File: src/rtl/core/assert_macros.svh
// ----------------------------------------------------------------------------
// Assertion macros
// Shared assertion wrappers for the vertex cache miss counter. Both macros
// expand to nothing when SYNTH is defined.
// ----------------------------------------------------------------------------
`ifndef ASSERT_MACROS_SVH
`define ASSERT_MACROS_SVH

`ifndef SYNTH
// Checked on every rising edge of clk while reset is released.
`define FVC_ASSERT(lbl, prop) \
	lbl: assert property (@(posedge clk) disable iff (!arst_n) prop) \
		else $error("fvcmc: assertion failed");
// Checked on every rising edge of clk, reset or not.
`define FVC_ASSERT_ALWAYS(lbl, prop) \
	lbl: assert property (@(posedge clk) prop) \
		else $error("fvcmc: assertion failed");
`else
`define FVC_ASSERT(lbl, prop)
`define FVC_ASSERT_ALWAYS(lbl, prop)
`endif

`endif

File: src/rtl/core/fvcmc_pkg.sv
// ----------------------------------------------------------------------------
// fvcmc_pkg
// Types and constants shared by the vertex cache miss counter modules.
// ----------------------------------------------------------------------------
`default_nettype none

package fvcmc_pkg;

	localparam int CACHE_DEPTH_DEF = 64;
	localparam int INDEX_BITS_DEF  = 32;

	localparam int KEY_W   = 32;
	localparam int COUNT_W = 32;
	localparam int CAP_W   = 7;

	localparam int BASE_CACHE_SIZE = 35;
	localparam int RESERVED_SLOTS  = 3;

	localparam logic [CAP_W-1:0]   CAP_RESET = CAP_W'(BASE_CACHE_SIZE - RESERVED_SLOTS);
	localparam logic [COUNT_W-1:0] COUNT_MAX = '1;

	// Per-cycle control broadcast to every cell of the chain.
	typedef struct packed {
		logic clear;  // current item empties the cache before its lookup
		logic shift;  // current item is an accepted miss: shift the chain
	} ctl_t;

endpackage

`default_nettype wire

File: src/rtl/core/fvcmc_cell.sv
// ----------------------------------------------------------------------------
// fvcmc_cell
// One cache slot: holds an entry and its occupied flag, compares the entry
// against the lookup key and takes its newer neighbor's contents on a miss.
// ----------------------------------------------------------------------------
`default_nettype none

module fvcmc_cell import fvcmc_pkg::*; #(
	parameter int POS         = 0,
	parameter int INDEX_BITS  = INDEX_BITS_DEF,
	parameter int CACHE_DEPTH = CACHE_DEPTH_DEF
) (
	input  wire logic                  clk,
	input  wire logic                  arst_n,
	input  wire ctl_t                  ctl,
	input  wire logic [CAP_W-1:0]      cap,
	input  wire logic [INDEX_BITS-1:0] key,
	input  wire logic [INDEX_BITS-1:0] prev_entry,
	input  wire logic                  prev_valid,
	output logic      [INDEX_BITS-1:0] entry,
	output logic                       valid,
	output logic                       match
);

	localparam int PW = ((CAP_W > $clog2(CACHE_DEPTH)) ? CAP_W : $clog2(CACHE_DEPTH)) + 1;

	logic [INDEX_BITS-1:0] entry_q;
	logic                  valid_q;
	logic                  keep;
	logic                  in_valid;

	// A slot past the configured capacity never stays occupied after a shift.
	assign keep     = PW'(POS) < PW'(cap);
	assign in_valid = (POS == 0) ? 1'b1 : (prev_valid & ~ctl.clear);

	always_ff @(posedge clk or negedge arst_n) begin
		if (!arst_n) begin
			valid_q <= 1'b0;
		end else if (ctl.shift) begin
			valid_q <= in_valid & keep;
		end
	end

	always_ff @(posedge clk) begin
		if (ctl.shift) begin
			entry_q <= prev_entry;
		end
	end

	assign entry = entry_q;
	assign valid = valid_q;
	assign match = valid_q & ~ctl.clear & (entry_q == key);

endmodule

`default_nettype wire

File: src/rtl/core/fvcmc_chain.sv
// ----------------------------------------------------------------------------
// fvcmc_chain
// Row of cache cells, newest entry in cell 0, with the hit reduction.
// ----------------------------------------------------------------------------
`default_nettype none

`include "assert_macros.svh"

module fvcmc_chain import fvcmc_pkg::*; #(
	parameter int INDEX_BITS  = INDEX_BITS_DEF,
	parameter int CACHE_DEPTH = CACHE_DEPTH_DEF
) (
	input  wire logic                  clk,
	input  wire logic                  arst_n,
	input  wire ctl_t                  ctl,
	input  wire logic [CAP_W-1:0]      cap,
	input  wire logic [INDEX_BITS-1:0] key,
	output logic                       hit
);

	logic [INDEX_BITS-1:0]  ent [CACHE_DEPTH];
	logic [CACHE_DEPTH-1:0] vld;
	logic [CACHE_DEPTH-1:0] vld_inc;
	logic [CACHE_DEPTH-1:0] mat;

	for (genvar i = 0; i < CACHE_DEPTH; i++) begin : g_cell
		fvcmc_cell #(
			.POS         (i),
			.INDEX_BITS  (INDEX_BITS),
			.CACHE_DEPTH (CACHE_DEPTH)
		) u_cell (
			.clk        (clk),
			.arst_n     (arst_n),
			.ctl        (ctl),
			.cap        (cap),
			.key        (key),
			.prev_entry ((i == 0) ? key : ent[(i == 0) ? 0 : i - 1]),
			.prev_valid ((i == 0) ? 1'b1 : vld[(i == 0) ? 0 : i - 1]),
			.entry      (ent[i]),
			.valid      (vld[i]),
			.match      (mat[i])
		);
	end

	assign hit     = |mat;
	assign vld_inc = vld + CACHE_DEPTH'(1);

	// Occupied cells always form one run starting at cell 0.
	`FVC_ASSERT(a_vld_thermo, ((vld & vld_inc) == '0))
	// A key is inserted only on a miss, so it sits in at most one cell.
	`FVC_ASSERT(a_match_unique, $onehot0(mat))
	// With a nonzero capacity the newest entry is occupied after a miss.
	`FVC_ASSERT(a_insert_kept, (ctl.shift && (cap != '0)) |=> vld[0])

endmodule

`default_nettype wire

File: src/rtl/core/fifo_vertex_cache_miss_counter.sv
// ----------------------------------------------------------------------------
// fifo_vertex_cache_miss_counter
// FIFO post-transform vertex cache with a saturating miss counter.
// ----------------------------------------------------------------------------
// The block takes one vertex index per transfer and returns one result per
// transfer: a hit flag and the running miss count including that index. It
// sustains one transfer per clock: the lookup compares the incoming index
// against every occupied cell of the chain in the same cycle it is accepted,
// and on a miss the whole chain shifts by one at that clock edge, so the next
// index already sees the updated cache. The result appears in the output
// register in the cycle after acceptance, and a new index is accepted whenever
// that register is empty or its result is being taken in the same cycle;
// the input stall follows a stalled, full output register. The newest entry
// lives in cell 0 and the oldest occupied entry at the end of the occupied
// run, so eviction of the oldest entries is just the loss of the occupied
// flag on cells at or beyond the capacity. The capacity register is written
// through its own channel, which is always ready; values above the cache
// depth act as the depth, and zero makes every lookup a miss. Lowering the
// capacity evicts nothing until the next miss. Only the low INDEX_BITS bits
// of an index take part in the compare. There is no clearing pass after
// reset.
// ----------------------------------------------------------------------------
`default_nettype none

`include "assert_macros.svh"

module fifo_vertex_cache_miss_counter import fvcmc_pkg::*; #(
	parameter int CACHE_DEPTH = CACHE_DEPTH_DEF,
	parameter int INDEX_BITS  = INDEX_BITS_DEF
) (
	input  wire logic               clk,
	input  wire logic               arst_n,
	// Index stream
	input  wire logic               in_valid,
	output logic                    in_stall,
	input  wire logic [KEY_W-1:0]   vertex_index,
	input  wire logic               clear_first,
	// Results
	output logic                    out_valid,
	input  wire logic               out_stall,
	output logic                    hit,
	output logic      [COUNT_W-1:0] miss_total,
	// Capacity register write
	input  wire logic               cfg_valid,
	output logic                    cfg_ready,
	input  wire logic [CAP_W-1:0]   cfg_data
);

	logic                  acc;
	logic                  hit_w;
	ctl_t                  ctl;
	logic [INDEX_BITS-1:0] key;
	logic [CAP_W-1:0]      cap_q;
	logic [COUNT_W-1:0]    cnt_q;
	logic [COUNT_W-1:0]    cnt_base;
	logic [COUNT_W-1:0]    cnt_next;
	logic                  out_valid_q;
	logic                  hit_q;
	logic [COUNT_W-1:0]    miss_total_q;

	// An index is taken whenever the output register can accept its result.
	assign in_stall = out_valid_q & out_stall;
	assign acc      = in_valid & ~in_stall;
	assign key      = vertex_index[INDEX_BITS-1:0];

	assign ctl.clear = clear_first;
	assign ctl.shift = acc & ~hit_w;

	fvcmc_chain #(
		.INDEX_BITS  (INDEX_BITS),
		.CACHE_DEPTH (CACHE_DEPTH)
	) u_chain (
		.clk    (clk),
		.arst_n (arst_n),
		.ctl    (ctl),
		.cap    (cap_q),
		.key    (key),
		.hit    (hit_w)
	);

	// The capacity register accepts a write in every cycle.
	assign cfg_ready = 1'b1;

	always_ff @(posedge clk or negedge arst_n) begin
		if (!arst_n) begin
			cap_q <= CAP_RESET;
		end else if (cfg_valid) begin
			cap_q <= cfg_data;
		end
	end

	// The clear flag zeroes the count before this item's miss is counted,
	// and the count holds once it reaches its maximum.
	always_comb begin
		cnt_base = clear_first ? '0 : cnt_q;
		cnt_next = cnt_base;
		if (!hit_w && (cnt_base != COUNT_MAX)) begin
			cnt_next = cnt_base + COUNT_W'(1);
		end
	end

	always_ff @(posedge clk or negedge arst_n) begin
		if (!arst_n) begin
			cnt_q       <= '0;
			out_valid_q <= 1'b0;
		end else begin
			if (acc) begin
				cnt_q       <= cnt_next;
				out_valid_q <= 1'b1;
			end else if (!out_stall) begin
				out_valid_q <= 1'b0;
			end
		end
	end

	always_ff @(posedge clk) begin
		if (acc) begin
			hit_q        <= hit_w;
			miss_total_q <= cnt_next;
		end
	end

	assign out_valid  = out_valid_q;
	assign hit        = hit_q;
	assign miss_total = miss_total_q;

	// A cleared cache cannot hit.
	`FVC_ASSERT(a_clear_misses, (acc && clear_first) |-> !hit_w)
	// A hit without a clear leaves the miss count alone.
	`FVC_ASSERT(a_hit_keeps_count, (acc && hit_w && !clear_first) |=> $stable(cnt_q))
	// Every accepted index yields a result in the next cycle.
	`FVC_ASSERT(a_result_follows, acc |=> (out_valid && (miss_total == cnt_q)))

endmodule

`default_nettype wire

File: config.mk
export PLATFORM = sky130hd
export DESIGN_NAME = fifo_vertex_cache_miss_counter
export DESIGN_NICKNAME = d
export VERILOG_FILES = /design/src/rtl/core/fvcmc_pkg.sv /design/src/rtl/core/fvcmc_cell.sv /design/src/rtl/core/fvcmc_chain.sv /design/src/rtl/core/fifo_vertex_cache_miss_counter.sv
export VERILOG_INCLUDE_DIRS = /design/src /design/src/rtl/core
export SDC_FILE = /design/constraint.sdc
export NUM_CORES = 2
export LEC_CHECK = 0
export ABC_AREA = 0
export BUFFER_PORTS_ARGS = -buffer_cell sky130_fd_sc_hd__buf_2
export CAP_MARGIN = 15
export CORE_MARGIN = 2
export CORE_UTILIZATION = 40
export CTS_CLUSTER_DIAMETER = 40
export DETAILED_ROUTE_END_ITERATION = 7
export HOLD_SLACK_MARGIN = 0.05
export MAX_ROUTING_LAYER = met4
export SYNTH_ARGS = -nofsm -noshare
export SYNTH_HDL_FRONTEND = slang
export SYNTH_HIERARCHICAL = 1
export SYNTH_SLANG_ARGS = --single-unit
File: constraint.sdc
create_clock -name clk -period 246.4 [get_ports clk]
set_input_delay 36.96 -clock clk [delete_from_list [all_inputs] [get_ports clk]]
set_output_delay 36.96 -clock clk [all_outputs]
set_load 0.02 [all_outputs]
==> metrics.md <==
| Metric | Value |
|---|---|
| Max Root-Sink Buffers | `4` |
| Crit path cell chain | `buf_2 > nand2_1 > inv_1 > buf_2` |
| CTS sink cnt | `2185` |
| Syn nets | `5690` |
| Final HPWL DP | `165000 um` |
| Overall power | `1.00 mW` |
| RSZ-0062 raised after global routing | `false` |
| Setup CP Type | `in -> out` |
| Setup violators final | `0` |
| GRT busiest layer | `met2` |
| Die ar. | `0.233 mm^2` |
| CTS Buf Count | `343` |
| Met3 usage in global routing | `3.27%` |
| Post-cts sizing count | `0` |
| Fmax | `0.0135 GHz` |
| Root Buffer | `clkbuf_16` |
| R2r worst-path depth | `17` |
| Worst setup path start | `out_stall` |
| Pwr Density | `9.23 mW/mm^2` |
| DRT iter0 DRCs | `5230` |
| Initial Utilization | `40.3%` |
| Status | `completed` |
| CTS tree | `yes` |
| Max VDD drop | `0.00000740 V` |
| Reg2Reg Capture Point | `u_chain/g_cell[3].u_cell/valid$_DFFE_PN0P_` |
| LEAKAGE | `37.4 nW` |
| Max Cap Viol | `0` |
| Cell depth of the worst hold path | `0` |
| WP data required | `209.44 ns` |
| Worst path arrival time | `37.36 ns` |
| Core ar. | `0.228 mm^2` |
| Pin count of the biggest net entering global routing | `208` |
| Worst Tran Pin Value | `1.21 ns` |
| CP most frequent cell | `buf_2` |
| Worst hold start | `u_chain/g_cell[42].u_cell/entry[4]$_DFFE_PP_` |
| Met2 GRT Util | `35.0%` |
| Cell Area, Synth | `0.0918 mm^2` |
| Drc violations | `0` |
| Fin crit share | `30.2%` |
| Grt ovf | `0` |
| Fin nets | `6199` |
| FP Rows | `175` |
| Syn Inst Count | `5645` |
| Post-route minimum period | `74.32 ns` |
| DRT Wirelength | `251000 um` |
| Setup Fix Bufs, Post-CTS | `0` |
| PortBufs | `79` |
| Pre-antenna DRT Iters | `5` |
| DR vias | `50800` |
| Max-slew violations | `0` |
| Die H | `483 um` |
| Setup TNS Final | `0 ns` |
| Die X | `483 um` |
| Placed Cells | `8818` |
| Met1 usage | `28.5%` |
| Sink of the worst hold path | `u_chain/g_cell[43].u_cell/entry[4]$_DFFE_PP_` |
| Vias in the first global route | `51500` |
| CP max stage delay | `0.16 ns` |
| CTS H-tree lvls | `5` |
| Final GP Congestion | `0.875` |
| Final std cells w/o fill | `9431` |
| Avg Synthesized Cell Area | `16.3 um^2` |
| Hold Crit Class | `reg -> reg` |
| Startpoint Class | `primary input` |
| Total GRT Usage | `21.8%` |
| Worst R2R Start | `u_chain/g_cell[11].u_cell/entry[12]$_DFFE_PP_` |
| Ports | `81` |
| Slew headroom | `18.8%` |
| Initial antenna violation count | `5` |
| Clk_lat worst skew | `0.94 ns` |
| Fraction of layout cells with a size suffix above 1 | `13.2%` |
| Hold_buf cts | `0` |
| Area Growth Syn to Fin | `18.1%` |
| Synthesis warning total | `6` |
| Final hold viol count | `0` |
| R2r setup slk | `235.75 ns` |
| CP Capture Type | `output pin` |
| First-pass GRT wire length | `363000 um` |
| Crit-path max FO | `3` |
| Post-DR vias/cell | `5.38` |
| Worst Skew | `0.0812 ns` |
| Worst path slowest cell | `buf_2` |
| WL/cell | `26.7 um` |
| Fill count | `19400` |
| Clock transition at the registers of the reported paths | `0.06 ns` |
| Routed Antenna Nets | `0` |
## sequential cells by signal, indices dropped and copies added, names as in the netlist
name and cells:
cap_q 7, miss_total 32, cnt_q 32, out_valid 1, u_chain/g_cell.u_cell/entry 2048, hit 1
u_chain/g_cell.u_cell/valid 64
## through the flow
| step | util [%] | worst slack, ns | area, um^2 | hold slack, ns |
|---|---|---|---|---|
| floorplan | - | 109.10 | 91800 | 0.447 |
| detailed placement | 42.5 | 172.06 | 96800 | 0.454 |
| finish | 47.6 | 172.08 | 108000 | 0.428 |
| global route | 47.6 | 172.06 | 108000 | 0.437 |
| CTS | 47.6 | 172.06 | 108000 | 0.421 |
| global placement | 42.5 | 172.02 | 96800 | 0.450 |
## critical path: cells and delay by family
| family | cells | cell delay, ns |
|---|---|---|
| and+or+nand+nor | 1 | 0.09 |
| buffers and inverters | 3 | 0.32 |
## layout make-up
cell class | count | area, um^2 | area share [%]
sequential | 2185 | 65100 | 60.0
multi-input combinational | 3369 | 26400 | 24.3
clock buffer | 378 | 8870 | 8.18
tap | 3009 | 3760 | 3.47
clock inverter | 230 | 2750 | 2.53
timing repair buffer | 185 | 1310 | 1.21
inverter | 70 | 263 | 0.242
antenna | 5 | 12.5 | 0.0115
## how the worst max path moves through the flow
stage | slack (ns) | to | cells past startpoint
after floorplan | 109.10 | u_chain/g_cell[10].u_cell/valid$_DFFE_PN0P_ | 9
after global placement | 172.02 | in_stall | 4
after detailed placement | 172.06 | in_stall | 4
after CTS | 172.06 | in_stall | 4
after global routing | 172.06 | in_stall | 4
final | 172.08 | in_stall | 4
## layer usage
layer / share of wire (%) / vias up
met5: 0 / -
met4: 3.1 / 0
met3: 5.9 / 458
met2: 48 / 1831
met1: 43 / 26100
li1: - / 22400
## placed cells by master (no fill, tap or decap), drive strengths merged, types with 47 or more instances in the layout
cell / n
clkbuf: 378
nor4: 474
edfxtp: 2081
nor3: 152
dfrtp: 103
xnor2: 201
nand3: 83
clkinv: 94
nand2: 51
o21ai: 47
nand4: 147
xor2: 1858
buf: 185
inv: 123
nor2: 47
## power breakdown
part           total (mW)  internal [mW]  leakage [nW]  switching [mW]
combinational      0.0630         0.0196          10.6          0.0434
sequential          0.449          0.433          21.2          0.0161
clock               0.489          0.310          5.58           0.179
Power figures use the tool's default switching activity.
